--- config.mk ---
export PLATFORM = sky130hd
export DESIGN_NAME = missing_tooth_gap_edge_decoder_flat
export DESIGN_NICKNAME = d
export VERILOG_FILES = /design/src/rtl/mtg_pkg.sv /design/src/rtl/mtg_intf.sv /design/src/rtl/mtg_front.sv /design/src/rtl/mtg_queue.sv /design/src/rtl/mtg_back.sv /design/src/rtl/missing_tooth_gap_edge_decoder.sv /design/src/flat_wrapper.sv
export SDC_FILE = /design/constraint.sdc
export NUM_CORES = 1
export LEC_CHECK = 0
export BUFFER_PORTS_ARGS = -buffer_cell sky130_fd_sc_hd__buf_2
export CAP_MARGIN = 40
export CORE_ASPECT_RATIO = 0.7
export CORE_MARGIN = 3
export CORE_UTILIZATION = 30
export CTS_CLUSTER_DIAMETER = 150
export CTS_CLUSTER_SIZE = 10
export DETAILED_ROUTE_END_ITERATION = 8
export PLACE_DENSITY = 0.5
export SYNTH_ARGS = -nofsm -noshare
export SYNTH_HDL_FRONTEND = slang
export SYNTH_SLANG_ARGS = --single-unit
--- constraint.sdc ---
create_clock -name clk -period 5.4 [get_ports clk]
set_input_delay 1.08 -clock clk [delete_from_list [all_inputs] [get_ports clk]]
set_output_delay 1.08 -clock clk [all_outputs]
set_load 0.05 [all_outputs]
--- src/rtl/mtg_pkg.sv ---
`timescale 1ns / 1ps
// ----------------------------------------------------------------------------
// mtg_pkg: shared types and constants of the missing-tooth gap decoder
// Field widths, queue geometry and the command beat passed from the front
// end to the back end.
// ----------------------------------------------------------------------------
package mtg_pkg;

	localparam int TS_W        = 32;
	localparam int DUR_W       = 15;
	localparam int IDX_W       = 8;
	localparam int HIST_D      = 4;
	localparam int QUEUE_DEPTH = 2;
	localparam int QPTR_W      = $clog2(QUEUE_DEPTH);
	localparam int QCNT_W      = $clog2(QUEUE_DEPTH + 1);

	localparam logic [DUR_W-1:0] MAX_DUR_RESET = {DUR_W{1'b1}};
	localparam logic [IDX_W-1:0] IDX_MAX       = {IDX_W{1'b1}};

	// what the back end has to do with a queued beat
	typedef enum logic {
		CMD_CLEAR = 1'b0,
		CMD_PUSH  = 1'b1
	} cmd_code_t;

	typedef struct packed {
		cmd_code_t           code;
		logic [DUR_W-1:0]    dur;
		logic [TS_W-1:0]     ts;
	} cmd_entry_t;

endpackage

--- src/rtl/mtg_intf.sv ---
`timescale 1ns / 1ps
// ----------------------------------------------------------------------------
// mtg channel interfaces
// Valid/ready channels for sensor samples, decoded edges and the
// configuration write.
// ----------------------------------------------------------------------------
interface mtg_sample_if;
	logic                      valid;
	logic                      ready;
	logic [mtg_pkg::TS_W-1:0]  timestamp;
	logic                      level;
	modport source (output valid, timestamp, level, input ready);
	modport sink   (input valid, timestamp, level, output ready);
endinterface

interface mtg_edge_if;
	logic                      valid;
	logic                      ready;
	logic [mtg_pkg::IDX_W-1:0] edge_index;
	logic [mtg_pkg::TS_W-1:0]  edge_time;
	modport source (output valid, edge_index, edge_time, input ready);
	modport sink   (input valid, edge_index, edge_time, output ready);
endinterface

interface mtg_cfg_if;
	logic                      valid;
	logic                      ready;
	logic [mtg_pkg::DUR_W-1:0] max_duration;
	modport source (output valid, max_duration, input ready);
	modport sink   (input valid, max_duration, output ready);
endinterface

--- src/rtl/mtg_front.sv ---
`timescale 1ns / 1ps
// ----------------------------------------------------------------------------
// mtg_front: sample intake and segment classification
// Tracks the sensor level, measures segment durations and queues either a
// history push or a full clear for the back end.
// ----------------------------------------------------------------------------
module mtg_front (
	input  logic                 clk,
	input  logic                 arst_n,
	mtg_sample_if.sink           samples,
	mtg_cfg_if.sink              cfg,
	output logic                 push_valid,
	input  logic                 push_ready,
	output mtg_pkg::cmd_entry_t  push_entry
);
	import mtg_pkg::*;

	logic              level_known_q;
	logic              last_level_q;
	logic [TS_W-1:0]   last_time_q;
	logic [DUR_W-1:0]  max_dur_q;

	logic [TS_W-1:0]   dur_full;
	logic              accept;
	logic              is_change;
	logic              bad_dur;

	// config register; the user writes it only while idle, the block itself does not enforce this
	assign cfg.ready = 1'b1;
	always_ff @(posedge clk or negedge arst_n) begin
		if (!arst_n) begin
			max_dur_q <= MAX_DUR_RESET;
		end else if (cfg.valid) begin
			max_dur_q <= cfg.max_duration;
		end
	end

	// classification of the incoming beat
	assign samples.ready = push_ready;
	assign accept        = samples.valid & push_ready;
	assign dur_full      = samples.timestamp - last_time_q;
	assign is_change     = level_known_q && (samples.level != last_level_q);
	assign bad_dur       = (dur_full == '0) ||
	                       (dur_full >= {{(TS_W-DUR_W){1'b0}}, max_dur_q});

	assign push_valid       = accept && is_change;
	assign push_entry.code  = bad_dur ? CMD_CLEAR : CMD_PUSH;
	assign push_entry.dur   = dur_full[DUR_W-1:0];
	assign push_entry.ts    = samples.timestamp;

	// level tracking
	always_ff @(posedge clk or negedge arst_n) begin
		if (!arst_n) begin
			level_known_q <= 1'b0;
			last_level_q  <= 1'b0;
			last_time_q   <= '0;
		end else if (accept) begin
			if (!level_known_q) begin
				level_known_q <= 1'b1;
				last_level_q  <= samples.level;
				last_time_q   <= samples.timestamp;
			end else if (is_change) begin
				if (bad_dur) begin
					level_known_q <= 1'b0;
					last_level_q  <= 1'b0;
					last_time_q   <= '0;
				end else begin
					last_level_q  <= samples.level;
					last_time_q   <= samples.timestamp;
				end
			end
		end
	end

endmodule

--- src/rtl/mtg_queue.sv ---
`timescale 1ns / 1ps
// ----------------------------------------------------------------------------
// mtg_queue: short command queue between front and back end
// Circular buffer; push and pop may happen in the same cycle.
// ----------------------------------------------------------------------------
module mtg_queue (
	input  logic                 clk,
	input  logic                 arst_n,
	input  logic                 push_valid,
	output logic                 push_ready,
	input  mtg_pkg::cmd_entry_t  push_entry,
	output logic                 pop_valid,
	input  logic                 pop_ready,
	output mtg_pkg::cmd_entry_t  pop_entry
);
	import mtg_pkg::*;

	cmd_entry_t         slots_q [QUEUE_DEPTH];
	logic [QPTR_W-1:0]  wr_ptr_q;
	logic [QPTR_W-1:0]  rd_ptr_q;
	logic [QCNT_W-1:0]  count_q;
	logic               do_push;
	logic               do_pop;

	assign push_ready = (count_q != QCNT_W'(QUEUE_DEPTH));
	assign pop_valid  = (count_q != '0);
	assign pop_entry  = slots_q[rd_ptr_q];
	assign do_push    = push_valid & push_ready;
	assign do_pop     = pop_valid & pop_ready;

	// storage
	always_ff @(posedge clk) begin
		if (do_push) begin
			slots_q[wr_ptr_q] <= push_entry;
		end
	end

	// pointers and fill level
	always_ff @(posedge clk or negedge arst_n) begin
		if (!arst_n) begin
			wr_ptr_q <= '0;
			rd_ptr_q <= '0;
			count_q  <= '0;
		end else begin
			if (do_push) begin
				wr_ptr_q <= (wr_ptr_q == QPTR_W'(QUEUE_DEPTH - 1)) ? '0 : wr_ptr_q + 1'b1;
			end
			if (do_pop) begin
				rd_ptr_q <= (rd_ptr_q == QPTR_W'(QUEUE_DEPTH - 1)) ? '0 : rd_ptr_q + 1'b1;
			end
			if (do_push && !do_pop) begin
				count_q <= count_q + 1'b1;
			end else if (!do_push && do_pop) begin
				count_q <= count_q - 1'b1;
			end
		end
	end

endmodule

--- src/rtl/mtg_back.sv ---
`timescale 1ns / 1ps
// ----------------------------------------------------------------------------
// mtg_back: duration history, gap test and edge numbering
// Executes queued commands and holds the result in an output register.
// ----------------------------------------------------------------------------
module mtg_back (
	input  logic                 clk,
	input  logic                 arst_n,
	input  logic                 pop_valid,
	output logic                 pop_ready,
	input  mtg_pkg::cmd_entry_t  pop_entry,
	mtg_edge_if.source           edges
);
	import mtg_pkg::*;

	logic [DUR_W-1:0]  hist_q [HIST_D];
	logic              synced_q;
	logic [IDX_W-1:0]  count_q;
	logic              out_valid_q;
	logic [IDX_W-1:0]  out_index_q;
	logic [TS_W-1:0]   out_time_q;

	logic              do_pop;
	logic [DUR_W-1:0]  nh0, nh1, nh2, nh3;
	logic [DUR_W:0]    pair_sum;
	logic [DUR_W-1:0]  mean;
	logic [DUR_W-1:0]  diff;
	logic [DUR_W:0]    twice_mean;
	logic              gap;
	logic              full;
	logic [IDX_W-1:0]  next_count;
	logic              emit;

	assign pop_ready = !out_valid_q || edges.ready;
	assign do_pop    = pop_valid && pop_ready;

	// history as it stands after this push
	assign nh0 = pop_entry.dur;
	assign nh1 = hist_q[0];
	assign nh2 = hist_q[1];
	assign nh3 = hist_q[2];
	assign full = (nh3 != '0);

	// gap test: older pair agrees within an eighth, newer pair at least twice
	assign pair_sum   = {1'b0, nh2} + {1'b0, nh3};
	assign mean       = pair_sum[DUR_W:1];
	assign diff       = (nh2 >= nh3) ? (nh2 - nh3) : (nh3 - nh2);
	assign twice_mean = {mean, 1'b0};
	assign gap        = (diff < (mean >> 3)) &&
	                    ({1'b0, nh0} >= twice_mean) && ({1'b0, nh1} >= twice_mean);

	assign next_count = gap ? '0 : ((count_q == IDX_MAX) ? count_q : count_q + 1'b1);
	assign emit       = do_pop && (pop_entry.code == CMD_PUSH) && full && (gap || synced_q);

	// tracking state
	always_ff @(posedge clk or negedge arst_n) begin
		if (!arst_n) begin
			for (int i = 0; i < HIST_D; i++) begin
				hist_q[i] <= '0;
			end
			synced_q <= 1'b0;
			count_q  <= '0;
		end else if (do_pop) begin
			unique case (pop_entry.code)
				CMD_CLEAR: begin
					for (int i = 0; i < HIST_D; i++) begin
						hist_q[i] <= '0;
					end
					synced_q <= 1'b0;
					count_q  <= '0;
				end
				CMD_PUSH: begin
					hist_q[0] <= nh0;
					for (int i = 1; i < HIST_D; i++) begin
						hist_q[i] <= hist_q[i-1];
					end
					if (full && (gap || synced_q)) begin
						synced_q <= 1'b1;
						count_q  <= next_count;
					end
				end
				default: begin
					synced_q <= synced_q;
				end
			endcase
		end
	end

	// output register
	always_ff @(posedge clk or negedge arst_n) begin
		if (!arst_n) begin
			out_valid_q <= 1'b0;
		end else if (emit) begin
			out_valid_q <= 1'b1;
		end else if (edges.ready) begin
			out_valid_q <= 1'b0;
		end
	end

	always_ff @(posedge clk) begin
		if (emit) begin
			out_index_q <= next_count;
			out_time_q  <= pop_entry.ts;
		end
	end

	assign edges.valid      = out_valid_q;
	assign edges.edge_index = out_index_q;
	assign edges.edge_time  = out_time_q;

endmodule

--- src/rtl/missing_tooth_gap_edge_decoder.sv ---
`timescale 1ns / 1ps
// Path: an accepted sample writes the command queue, and a popped command
//   loads the output register, waiting while that register holds an undrained beat.
// Throughput: one sample per cycle while the queue has room; the back end retires
//   one queued command per cycle whenever its output register is free or being drained.
// Reset: arst_n clears tracking state, queue and output valid at once;
//   max_duration returns to 32767. No clearing pass is needed.
// ----------------------------------------------------------------------------
// missing_tooth_gap_edge_decoder: crank wheel gap and edge decoder
// Front end measures segments, a two-entry queue decouples it from the
// back end that finds the missing-tooth gap and numbers the edges.
// ----------------------------------------------------------------------------
module missing_tooth_gap_edge_decoder (
	input  logic        clk,
	input  logic        arst_n,
	mtg_sample_if.sink  samples,
	mtg_cfg_if.sink     cfg,
	mtg_edge_if.source  edges
);
	import mtg_pkg::*;

	logic        push_valid;
	logic        push_ready;
	cmd_entry_t  push_entry;
	logic        pop_valid;
	logic        pop_ready;
	cmd_entry_t  pop_entry;

	mtg_front u_front (
		.clk        (clk),
		.arst_n     (arst_n),
		.samples    (samples),
		.cfg        (cfg),
		.push_valid (push_valid),
		.push_ready (push_ready),
		.push_entry (push_entry)
	);

	mtg_queue u_queue (
		.clk        (clk),
		.arst_n     (arst_n),
		.push_valid (push_valid),
		.push_ready (push_ready),
		.push_entry (push_entry),
		.pop_valid  (pop_valid),
		.pop_ready  (pop_ready),
		.pop_entry  (pop_entry)
	);

	mtg_back u_back (
		.clk        (clk),
		.arst_n     (arst_n),
		.pop_valid  (pop_valid),
		.pop_ready  (pop_ready),
		.pop_entry  (pop_entry),
		.edges      (edges)
	);

endmodule

--- src/flat_wrapper.sv ---
// flat-port wrapper written by rule: the top's interface ports become plain ports
module missing_tooth_gap_edge_decoder_flat import mtg_pkg::*;
  (clk, arst_n, samples_valid, samples_timestamp, samples_level, samples_ready, cfg_valid, cfg_max_duration, cfg_ready, edges_valid, edges_edge_index, edges_edge_time, edges_ready);
  mtg_sample_if samples_i ();
  mtg_cfg_if cfg_i ();
  mtg_edge_if edges_i ();
  input  logic clk;
  input  logic arst_n;
  input wire logic [$bits(samples_i.valid)-1:0] samples_valid;
  input wire logic [$bits(samples_i.timestamp)-1:0] samples_timestamp;
  input wire logic [$bits(samples_i.level)-1:0] samples_level;
  output wire logic [$bits(samples_i.ready)-1:0] samples_ready;
  input wire logic [$bits(cfg_i.valid)-1:0] cfg_valid;
  input wire logic [$bits(cfg_i.max_duration)-1:0] cfg_max_duration;
  output wire logic [$bits(cfg_i.ready)-1:0] cfg_ready;
  output wire logic [$bits(edges_i.valid)-1:0] edges_valid;
  output wire logic [$bits(edges_i.edge_index)-1:0] edges_edge_index;
  output wire logic [$bits(edges_i.edge_time)-1:0] edges_edge_time;
  input wire logic [$bits(edges_i.ready)-1:0] edges_ready;
  assign samples_i.valid = samples_valid;
  assign samples_i.timestamp = samples_timestamp;
  assign samples_i.level = samples_level;
  assign samples_ready = samples_i.ready;
  assign cfg_i.valid = cfg_valid;
  assign cfg_i.max_duration = cfg_max_duration;
  assign cfg_ready = cfg_i.ready;
  assign edges_valid = edges_i.valid;
  assign edges_edge_index = edges_i.edge_index;
  assign edges_edge_time = edges_i.edge_time;
  assign edges_i.ready = edges_ready;
  missing_tooth_gap_edge_decoder u_core (.clk(clk), .arst_n(arst_n), .samples(samples_i), .cfg(cfg_i), .edges(edges_i));
endmodule
==> impl_summary.txt, run 1 <==
----------------------------------------------------
[Global route]
  Number of antenna violations at the first check in global routing ... 0
  Global-route wire length before repair ... 61500 um
  Aggregate global routing overflow ... 0
  Largest net degree at the start of global routing ... 60
  GRT Overall Usage ... 0.148
  Number of global-route vias before repair ... around 11000

[Logic synthesis]
  Basic-gate share of the synthesized area counting and, or, nand and nor cells ... 0.104
  Async S/R FF share, synth ... 0.443
  Main area contributors after synthesis ... edfxtp_1, dfrtp_1, ha_1, mux2_2, mux2i_1
  Count of different cell masters after synthesis ... 90
  Synth Area in Adders ... 0.112
  Post-synthesis sequential element count ... between 200 and 250
  Post-synthesis average cell area ... ~11 um^2
  Top_reg_cell synth ... edfxtp_1
  Net count of the mapped netlist ... 1545
  Mapped Area ... 14700 um^2
  Yosys top cell by area ... edfxtp_1
  Largest family of logic cells by synthesized area ... compound AO/OA/AOI/OAI gates
  Number of instances in the synthesized netlist ... between 1000 and 1500
  Multiplexer area fraction after synthesis ... 0.0709
  Xor-xnor portion of the synthesized cell area ... 0.0339
  Yosys top cell area share ... 0.278
  Synthesized-area fraction occupied by ao, oa, aoi and oai cells ... 0.167
  Number of enable-type register cells in the synthesized netlist ... 136
  Synth warn ... 0
  Share of synthesized area occupied by flip-flops and latches ... 0.462

[Routing]
  Final ANT Viol Nets ... 0
  Routed len/inst ... about 17 um
  Via-to-Cell Ratio ... 4.92
  Violation count after the first detailed-route iteration ... approximately 840
  Detailed Routing Iterations Pass 1 ... 5
  Number of design rule violations left after detail routing ... 0
  DRT Wirelength ... a little under 40000 um
  DR vias ... ~11000

[CTS]
  Hold buffers post-CTS ... 0
  Number of clock sinks seen by CTS ... roughly 240
  Post-CTS clock slew at the launch and capture registers of the worst setup and hold paths ... approximately 60 ps
  TritonCTS clock tree ... yes
  Clock root buffer master ... clkbuf_16
  Clock tree buffer depth ... 3
  Insertion delay to the later sink of the worst-skew pair ... roughly 550 ps
  Cts bufs inserted ... 28
  H-tree depth ... 1

[Outcome]
  Status ... finished clean

[Placed design]
  Pre-CTS worst setup slack ... around 17 ps
  Placer congestion estimate ... 0.914
  HPWL reported at the end of detailed placement ... a little under 30000 um
  Number of input and output port buffers inserted ... 94

[Timing]
  Max Freq ... between 150 and 200 MHz
  Worst-margin pin slew ... between 800 and 900 ps
  Setup-violating endpoint count in the final report ... 0
  Number of endpoints with negative hold slack in the final report ... 0
  Fin worst setup slack ... around 250 ps
  Minimum period implied by the final worst setup slack ... 5150 ps
  Setup repair after global routing missed its margin ... no
  Max Slew Vio Count ... 0
  Worst-case clock skew ... between 15 and 20 ps
  Post-Route Setup TNS ... 0 ps
  Worst slew margin relative to its limit ... 0.455
  Fraction of the cycle the final worst path needs ... 0.954

[Worst setup path]
  Data arrival time at the worst-slack endpoint ... around 5400 ps
  Category of the critical setup timing path ... reg2reg
  Worst setup EP type ... flop
  Top fanout value on the critical path ... 23
  Critical Path RT ... 5690 ps
  Launching element type of the critical path ... flop

[Power and ir drop]
  Leakage ... slightly above 7 nW
  Cell area power density ... between 600 and 700 nW/um^2
  Maximum resistive drop on vdd ... approximately 310 uV

[Run]
  Number of max-capacitance violations reported ... 0

[Floorplan]
  Die X-Extent ... around 270 um
  Row count ... 67
  Effective utilization at floorplan ... 0.305
  Number of I/O pins ... 96
  Die span in y ... 191 um
  Area of the die ... a little over 50000 um^2
  Core area ... just under 50000 um^2

[Min path]
  Kind of path behind the tightest hold check ... in2async

[Layout]
  Fraction of layout cells with a size suffix above 1 ... 0.209
  Layout overhead on the synthesized area ... 17.9%
  Net total in the final layout ... between 1500 and 2000

----------------------------------------------------
-- logic make-up (layout without fill, tap and decap cells) --
| family | Yosys count | count (layout) |
|---|---|---|
| buffers and inverters | 175 | 360 |
| AO/OA/AOI/OAI | 348 | 348 |
| other | 1 | 2 |
| AND/OR/NAND/NOR | 312 | 312 |
| XOR/XNOR | 57 | 57 |
| adder cells (fa/ha/maj) | 130 | 130 |
| flip-flops | 244 | 244 |
| multiplexers | 98 | 98 |
-- synth_stat cells (5+ instances only) --
cell type / instances
a21o_1: 32
a21oi_1: 76
a221oi_1: 6
a22o_1: 32
a31oi_1: 16
and2_1: 7
and3_1: 13
buf_2: 7
buf_4: 7
clkbuf_1: 32
dfrtp_1: 93
dfstp_2: 15
edfxtp_1: 136
ha_1: 123
inv_1: 120
mux2_2: 50
mux2i_1: 48
nand2_1: 77
nand2b_1: 15
nand3_1: 30
nand4_1: 15
nor2_1: 95
nor2b_1: 11
nor3_1: 17
nor4_1: 9
o2111ai_1: 5
o211ai_1: 13
o21a_1: 13
o21ai_0: 75
o21bai_1: 9
o31a_1: 6
o31ai_1: 8
xnor2_1: 40
xor2_1: 17
-- final timing paths --
kind                                              startpoint                                    endpoint  slack [ps]  depth (start not counted)
max                         u_core.u_back.nh3[0]$_DFFE_PN0P_  u_core.u_back.edges.edge_time[2]$_DFFE_PP_         250                         17
max reg2reg                 u_core.u_back.nh3[0]$_DFFE_PN0P_  u_core.u_back.edges.edge_time[2]$_DFFE_PP_         250                         17
min reg2reg                u_core.u_back.nh1[10]$_DFFE_PN0P_           u_core.u_back.nh1[10]$_DFFE_PN0P_         520                          2
max in group asynchronous                             arst_n         u_core.u_queue.rd_ptr_q$_DFFE_PN0P_        3940                          2
min in group clk           u_core.u_back.nh1[10]$_DFFE_PN0P_           u_core.u_back.nh1[10]$_DFFE_PN0P_         520                          2
min                                                   arst_n  u_core.u_front.last_time_q[24]$_DFFE_PN0P_         510                          1
-- registers in the layout, summed over array words and instances, names as in the netlist --
name / count
u_core.u_front.level_known_q: 1
u_core.u_back.edges.edge_index: 8
u_core.u_back.nh2: 15
u_core.u_back.nh3: 15
u_core.u_queue.wr_ptr_q: 1
u_core.u_front.last_level_q: 1
u_core.u_back.nh1: 15
u_core.u_back.edges.valid: 1
u_core.u_back.count_q: 8
u_core.u_queue.count_q: 2
u_core.u_back.synced_q: 1
u_core.u_back.edges.edge_time: 32
u_core.u_front.last_time_q: 32
u_core.u_queue.rd_ptr_q: 1
u_core.u_front.max_dur_q: 15
u_core.u_queue.slots_q: 96
-- layout make-up --
class                           instances  area, um^2
Inverter                              122         462
Sequential cell                       244        6810
Tap cell                              655         820
Clock inverter                          1        8.76
Timing Repair Buffer                  186        1210
Multi-Input combinational cell        946        7240
Clock buffer                           51         808
Antenna cell                            1        2.50
Fill cell                            4833       30800
-- layout by cell type (no fill, tap or decap), types with 15 or more instances in the layout --
master	instances
clkbuf_1	22
nand2_1	77
a21oi_1	75
nor3_1	17
mux2_2	50
a21o_1	32
a22o_1	32
o21ai_0	73
xor2_1	17
buf_2	93
buf_4	88
inv_1	119
nand4_1	15
xnor2_1	40
mux2i_1	48
nor2_1	92
clkbuf_16	29
ha_1	123
dfrtp_1	92
nand2b_1	15
dfstp_2	15
a31oi_1	16
edfxtp_1	136
nand3_1	30
-- critical path, cell delays in order (launching register included) --
cell and delay, ps:
dfrtp_1 410, buf_4 170, ha_1 220, fa_1 410, xor2_1 280, ha_1 290
nor2b_1 130, a311o_1 330, a21oi_1 160, nor2b_1 70, a2111oi_0 520, o21ai_0 240
maj3_1 410, a221oi_1 420, nand4b_2 260, a21o_1 200, clkinvlp_4 150, buf_12 180
-- report_power, final --
part	total (W)	internal, W	switching [W]	leakage, nW
logic	0.00625	0.00266	0.00359	4.25
registers	0.00264	0.00246	0.000188	2.62
clock network	0.00174	0.00100	0.000739	0.387
total	0.0106	0.00612	0.00452	7.26
-- routing by layer --
| layer | wire [um] | part of all wire | vias up | global-route usage |
|---|---|---|---|---|
| met4 | 425 | 0.011 | 0 | 0.0201 |
| met1 | 21500 | 0.56 | 5265 | 0.246 |
| met5 | 0 | 0 | - | 0 |
| met2 | 14300 | 0.37 | 255 | 0.194 |
| met3 | 2270 | 0.059 | 31 | 0.0307 |
| li1 | - | - | 5313 | - |
-- through the flow --
step | utilization | area (um^2) | cells | total power (W) | hold WS, ps
finish | 0.360 | 17400 | 2206 | 0.0106 | 512
CTS | 0.359 | 17300 | 2203 | 0.0106 | 508
detailed placement | 0.343 | 16500 | 2151 | 0.00876 | 508
global route | 0.360 | 17400 | 2205 | 0.0114 | 526
floorplan | - | 14700 | 1365 | 0.00677 | 459
global placement | 0.342 | 16500 | 2150 | 0.00868 | 501
-- what timing repair did --
action                     4_1_cts  5_1_grt
setup endpoints to repair        0       45
gates resized for setup          0        5
setup buffers                    0        1
Note: power is estimated with default switching activity, not from simulation.
==> run 2, diff against run 1 <==
==> constraint.sdc (replaced) <==
create_clock -name clk -period 5.4 [get_ports clk]
set_input_delay 0.27 -clock clk [delete_from_list [all_inputs] [get_ports clk]]
set_output_delay 0.27 -clock clk [all_outputs]
set_load 0.05 [all_outputs]
==> impl_summary.txt, run 2 (synthesis results as in run 1) <==
----------------------------------------------------
[Outcome]
  Status ... finished clean

[Layout]
  Layout overhead on the synthesized area ... 19.5%
  Most common library cell in the layout ignoring fill and taps ... edfxtp_1
  Number of flip-flops in the largest register ... between 90 and 100
  Finished Cell Area ... 17600 um^2
  Fraction of layout cells with a size suffix above 1 ... 0.187
  Net total in the final layout ... about 1700
  Number of antenna diodes ... 0
  Commonest cells after routing, fill and taps aside ... edfxtp_1, ha_1, inv_1
  Register with the most flip-flops ... u_core.u_queue.slots_q

[Timing]
  Setup-violating endpoint count in the final report ... 0
  Worst slew margin relative to its limit ... 0.447
  Tightest hold margin ... between 50 and 60 ps
  Number of endpoints with negative hold slack in the final report ... 0
  Worst-case clock skew ... between 20 and 30 ps
  Post-Route Setup TNS ... 0 ps
  Fraction of the cycle the final worst path needs ... 0.956
  Max Freq ... approximately 190 MHz
  Minimum period implied by the final worst setup slack ... a little over 5000 ps
  Worst-margin pin slew ... approximately 820 ps
  Max Slew Vio Count ... 0

[Power and ir drop]
  Clk pwr share ... 0.170
  Maximum resistive drop on vdd ... about 260 uV
  Relative contribution of sequential cells to total power ... 0.259
  Cell area power density ... between 500 and 600 nW/um^2
  Power, Total ... 0.0103 W
  Fraction of power consumed by combinational cells ... 0.571
  Leakage ... between 7 and 8 nW
  Switching power as a share of total power ... 0.426
  Power spent charging and discharging nets ... around 0.0044 W
  Int Power ... between 0.005 and 0.006 W

[Routing]
  DR vias ... 10900
  DRT Wirelength ... roughly 39000 um
  Via-to-Cell Ratio ... roughly 5
  Violation count after the first detailed-route iteration ... 800
  Number of design rule violations left after detail routing ... 0
  Final ANT Viol Nets ... 0
  Detailed Routing Iterations Pass 1 ... 5
  Routed len/inst ... ~17 um

[CTS]
  Clock root buffer master ... clkbuf_16
  Number of clock sinks seen by CTS ... around 240
  Clock tree buffer depth ... 3
  H-tree depth ... 1
  Insertion delay to the later sink of the worst-skew pair ... 560 ps
  Cts bufs inserted ... 28
  TritonCTS clock tree ... yes
  Post-CTS clock slew at the launch and capture registers of the worst setup and hold paths ... 60 ps

[Worst setup path]
  Launching element type of the critical path ... flop
  Worst setup EP type ... flop
  Reg2reg start ... u_core.u_back.nh2[2]$_DFFE_PN0P_
  Critical Path RT ... 5630 ps
  Data arrival time at the worst-slack endpoint ... approximately 5400 ps
  Reg-to-reg setup timing slack ... 240 ps
  Top fanout value on the critical path ... 32
  Category of the critical setup timing path ... reg2reg
  Worst reg2reg endpoint ... u_core.u_back.edges.edge_time[2]$_DFFE_PP_
  R2R cell count ... 19

[Floorplan]
  Row count ... 67
  Number of I/O pins ... 96
  Die span in y ... 191 um
  Area of the die ... a little over 50000 um^2
  Core area ... slightly below 50000 um^2
  Die X-Extent ... approximately 270 um
  Effective utilization at floorplan ... 0.305

[Global route]
  Number of antenna violations at the first check in global routing ... 0
  Largest net degree at the start of global routing ... between 60 and 70
  GRT Overall Usage ... 0.146
  Number of global-route vias before repair ... approximately 10000
  Aggregate global routing overflow ... 0
  Global-route wire length before repair ... around 61000 um

[Placed design]
  Post-Place Cell Area ... about 16000 um^2
  Number of input and output port buffers inserted ... 94
  HPWL reported at the end of detailed placement ... approximately 29000 um
  Placer congestion estimate ... about 0.89

[Min path]
  Kind of path behind the tightest hold check ... in2reg
  Hold path endpoint ... u_core.u_front.max_dur_q[14]$_DFFE_PN1P_
  Hold_sp ... cfg_max_duration[14]
  Number of cells on the worst hold path ... 3

[Run]
  Number of max-capacitance violations reported ... 0

----------------------------------------------------
-- run 2: changes by cell type in the layout (fill, tap and decap cells not counted), moves of 2 or more --
cell / delta
buf_4: -41
dlygate4sd3_1: +48
buf_16: +2
ha_1: -4
ha_2: +3
-- run 2: critical path, cell delays in order, from the launching register on --
cell	delay, ps
dfrtp_1	420
ha_2	350
buf_4	160
nand3_1	90
o21ba_2	190
or4_1	520
a32oi_2	290
o221ai_1	210
a21boi_0	280
o21ai_0	160
xnor2_1	150
ha_1	330
a21oi_1	160
and3b_1	170
o2111ai_1	150
a2111oi_4	400
nand4b_2	190
a21o_1	250
clkinvlp_4	110
buf_12	200
-- run 2: worst max-delay path by stage --
stage	from	to	depth (start not counted)
6_report	u_core.u_back.nh2[2]$_DFFE_PN0P_	u_core.u_back.edges.edge_time[2]$_DFFE_PP_	19
5_1_grt	u_core.u_back.nh3[4]$_DFFE_PN0P_	u_core.u_back.edges.edge_time[6]$_DFFE_PP_	21
4_1_cts	u_core.u_back.nh3[4]$_DFFE_PN0P_	u_core.u_back.edges.edge_time[0]$_DFFE_PP_	20
3_5_place_dp	u_core.u_back.nh3[4]$_DFFE_PN0P_	u_core.u_back.edges.edge_time[1]$_DFFE_PP_	20
3_3_place_gp	u_core.u_back.nh3[4]$_DFFE_PN0P_	u_core.u_back.edges.edge_time[1]$_DFFE_PP_	20
2_1_floorplan	u_core.u_back.nh3[1]$_DFFE_PN0P_	u_core.u_back.edges.edge_index[0]$_DFFE_PP_	20
-- run 2: cell type report --
cell class	count	area, um^2
clock inverters	1	8.76
fillers	4795	30600
clock buffers	51	808
multi-input cells	946	7290
well taps	655	820
inverters	122	465
flip-flops and latches	244	6810
repair buffers	192	1390
-- run 2: power by group through the flow --
stage	sequential (W)	combinational, W	clock (W)
3_5_place_dp	0.00270	0.00567	0
3_3_place_gp	0.00269	0.00562	0
5_1_grt	0.00271	0.00650	0.00187
4_1_cts	0.00267	0.00572	0.00181
2_1_floorplan	0.00266	0.00411	0
6_report	0.00266	0.00586	0.00175
-- run 2: layer usage --
layer  share of wire  vias to the layer above  GRT usage  wire length, um
li1                -                     5315          -                -
met1            0.55                     5243      0.241            21100
met2            0.38                      257      0.193            14700
met3           0.059                       38     0.0270             2260
met4           0.014                        0     0.0251              527
met5               0                        -          0                0
-- run 2: timing repair --
item,4_1_cts,5_1_grt
setup endpoints to repair,3,45
setup buffers,0,3
pin swaps,0,1
hold buffers,48,0
endpoints found under the hold margin,171,0
resized for setup,1,15
-- run 2: stage by stage --
step	cells	setup WS, ps	util
floorplan	1365	309	-
global placement	2105	167	0.335
detailed placement	2108	44.9	0.336
CTS	2208	106	0.363
global route	2211	-6.33	0.365
finish	2211	235	0.365
==> run 3, diff against run 2 <==
--- a/config.mk
+++ b/config.mk
@@ -5,6 +5,7 @@
 export SDC_FILE = /design/constraint.sdc
 export NUM_CORES = 1
 export LEC_CHECK = 0
+export ABC_AREA = 1
 export BUFFER_PORTS_ARGS = -buffer_cell sky130_fd_sc_hd__buf_2
 export CAP_MARGIN = 40
 export CORE_ASPECT_RATIO = 0.7
==> impl_summary.txt, run 3 <==
----------------------------------------------------
[Outcome]
  Status ... finished clean

[Layout]
  Final non-filler cell total ... roughly 2700
  Flip-flop and latch area ... 6810 um^2
  Most common library cell in the layout ignoring fill and taps ... nand2_1
  Net total in the final layout ... 2241
  Commonest cells after routing, fill and taps aside ... nand2_1, inv_1, edfxtp_1
  Area of the multi-input gates ... roughly 7200 um^2
  Layout overhead on the synthesized area ... 16.6%
  Register with the most flip-flops ... u_core.u_queue.slots_q
  Fill cell count ... roughly 5200
  Fraction of layout cells with a size suffix above 1 ... 0.105
  Number of flip-flops in the largest register ... 96

[Logic synthesis]
  Synth Area in Adders ... 0.105
  Most frequent cell after synthesis ... nand2_1
  Number of instances in the synthesized netlist ... approximately 1900
  Async S/R FF share, synth ... 0.443
  Yosys top cell by area ... edfxtp_1
  Count of different cell masters after synthesis ... 55
  Post-synthesis sequential element count ... around 240
  Basic-gate share of the synthesized area counting and, or, nand and nor cells ... 0.250
  Net count of the mapped netlist ... approximately 2100
  Yosys top cell area share ... 0.265
  Share of synthesized area occupied by flip-flops and latches ... 0.442
  Synthesized-area fraction occupied by ao, oa, aoi and oai cells ... 0.0843
  Main area contributors after synthesis ... edfxtp_1, nand2_1, dfrtp_1, ha_1, inv_1
  Number of enable-type register cells in the synthesized netlist ... around 140
  Mapped Area ... 15400 um^2
  Xor-xnor portion of the synthesized cell area ... 0.0262
  Synth warn ... 0
  Largest family of logic cells by synthesized area ... simple AND/OR/NAND/NOR gates
  Post-synthesis average cell area ... between 8 and 9 um^2
  Most common library cells after synthesis ... nand2_1, inv_1, edfxtp_1, nor2_1, ha_1
  Multiplexer area fraction after synthesis ... 0.00268
  Top_reg_cell synth ... edfxtp_1

[Placed design]
  Number of placed instances, taps included ... around 2600
  Placer congestion estimate ... approximately 0.99
  HPWL reported at the end of detailed placement ... between 30000 and 40000 um
  Number of input and output port buffers inserted ... 94

[Timing]
  Worst slew margin relative to its limit ... 0.446
  Worst-case clock skew ... around 20 ps
  Max Slew Vio Count ... 0
  Post-Route Setup TNS ... 0 ps
  Max Freq ... 204 MHz
  Setup repair after global routing missed its margin ... no
  Fraction of the cycle the final worst path needs ... 0.907
  Number of endpoints with negative hold slack in the final report ... 0
  Worst-margin pin slew ... 831 ps
  Setup-violating endpoint count in the final report ... 0
  Minimum period implied by the final worst setup slack ... slightly below 5000 ps

[Global route]
  Global routing usage on met2 ... 0.216
  Met3 usage in global routing ... 0.0348
  Gr busiest metal ... met1
  GRT Overall Usage ... 0.165
  Largest net degree at the start of global routing ... 57
  Aggregate global routing overflow ... 0
  Global-route met1 utilization ... 0.269
  Number of antenna violations at the first check in global routing ... 1
  Global-route wire length before repair ... slightly above 70000 um
  Number of global-route vias before repair ... around 12000

[Worst setup path]
  Top fanout value on the critical path ... 33
  Reg-to-reg setup timing slack ... 500 ps
  Category of the critical setup timing path ... reg2reg
  Critical Path RT ... approximately 5700 ps
  Worst setup EP type ... flop
  Data arrival time at the worst-slack endpoint ... between 5000 and 6000 ps
  Launching element type of the critical path ... flop

[Floorplan]
  Number of I/O pins ... 96
  Die X-Extent ... ~280 um
  Effective utilization at floorplan ... 0.308
  Row count ... 68
  Die span in y ... around 200 um
  Core area ... between 50000 and 60000 um^2
  Area of the die ... 54100 um^2

[Routing]
  DRT Wirelength ... 45400 um
  Final ANT Viol Nets ... 0
  Detailed Routing Iterations Pass 1 ... 5
  Via-to-Cell Ratio ... roughly 4.7
  DR vias ... 13000
  Routed len/inst ... about 17 um
  Number of design rule violations left after detail routing ... 0
  Violation count after the first detailed-route iteration ... about 1300

[CTS]
  TritonCTS clock tree ... yes
  H-tree depth ... 1
  Clock tree buffer depth ... 3
  Post-CTS clock slew at the launch and capture registers of the worst setup and hold paths ... approximately 60 ps
  Cts bufs inserted ... 28
  Insertion delay to the later sink of the worst-skew pair ... between 500 and 600 ps
  Number of clock sinks seen by CTS ... ~240
  Clock root buffer master ... clkbuf_16

[Min path]
  Kind of path behind the tightest hold check ... in2reg

[Run]
  Number of max-capacitance violations reported ... 0

----------------------------------------------------
[run 3: cell types whose count changed after synthesis, moves of 15 or more]
cell	before	now
nand2_1	77	634
inv_1	120	281
mux2_2	50	1
nand3_1	30	78
mux2i_1	48	3
nor2_1	95	136
o22ai_1	1	35
a22o_1	32	0
xnor2_1	40	10
a21o_1	32	10
o21ai_0	75	56
xor2_1	17	36
nand2b_1	15	0
[run 3: layer usage]
metal / vias up / wire length (um)
met1: 6083 / 24400
li1: 6461 / -
met3: 51 / 3550
met4: 0 / 915
met5: - / 0
met2: 421 / 16500
[run 3: cells by family (layout without fill, tap and decap cells)]
logic type                 count (synthesis)  after routing
and+or+nand+nor                          934            934
buffers and inverters                    342            508
DFF                                      244            244
AOI/OAI and AO/OA                        219            219
adders and majority gates                127            127
xor gates and xnor gates                  46             46
muxes                                      4              4
other                                      1              2
[run 3: per-stage QoR]
step / hold slack [ps] / utilization / setup slack [ps] / cell area (um^2)
2_1_floorplan: -25.6 / - / 1490 / 15400
3_3_place_gp: 408 / 0.331 / 693 / 16600
3_5_place_dp: 419 / 0.333 / 606 / 16600
4_1_cts: 6.30 / 0.359 / 586 / 17900
5_1_grt: 65.5 / 0.359 / 93.6 / 17900
6_report: 37.9 / 0.359 / 504 / 17900
[run 3: repair_timing]
item | 4_1_cts | 5_1_grt
setup buffers | 0 | 0
setup endpoints to repair | 0 | 0
gates resized for setup | 0 | 0
hold buffers | 48 | 0
hold endpoints to repair | 118 | 0
[run 3: final timing paths]
path / start / cells after the start / endpoint
max: u_core.u_back.nh3[1]$_DFFE_PN0P_ / 23 / u_core.u_back.edges.edge_time[15]$_DFFE_PP_
min: samples_level / 5 / u_core.u_front.last_level_q$_DFFE_PN0P_
max reg2reg: u_core.u_back.nh3[1]$_DFFE_PN0P_ / 23 / u_core.u_back.edges.edge_time[15]$_DFFE_PP_
min reg2reg: u_core.u_back.synced_q$_DFFE_PN0P_ / 2 / u_core.u_back.synced_q$_DFFE_PN0P_
max in group asynchronous: arst_n / 3 / u_core.u_queue.rd_ptr_q$_DFFE_PN0P_
min in group asynchronous: arst_n / 2 / u_core.u_front.last_time_q[11]$_DFFE_PN0P_
[run 3: worst max-delay path, cell delays in order (launching register included)]
cell	delay (ps)
dfrtp_1	490
inv_1	140
ha_1	380
nand2_1	240
nor2_1	70
nand2_1	80
nor2_1	50
nor2_1	260
nand3_2	350
o21ai_0	450
o221ai_1	200
xor2_1	170
inv_1	60
ha_1	280
nand3_1	90
nor2_2	130
nand2_1	70
nor2_2	90
nor2_2	50
nand3_2	100
nand2_2	80
nand2_2	90
clkinv_2	350
buf_12	330
[run 3: final cells by class]
class,count,share of cell area
multi-input cells,1331,0.403
flip-flops and latches,244,0.379
repair buffers,160,0.0640
inverters,296,0.0621
well taps,665,0.0464
clock buffers,51,0.0450
clock inverters,1,0.000488
diodes,1,0.000139
Power of run 3 is not shown: default switching activity piles up to over one toggle a cycle in this logic, so the estimate is an artifact.
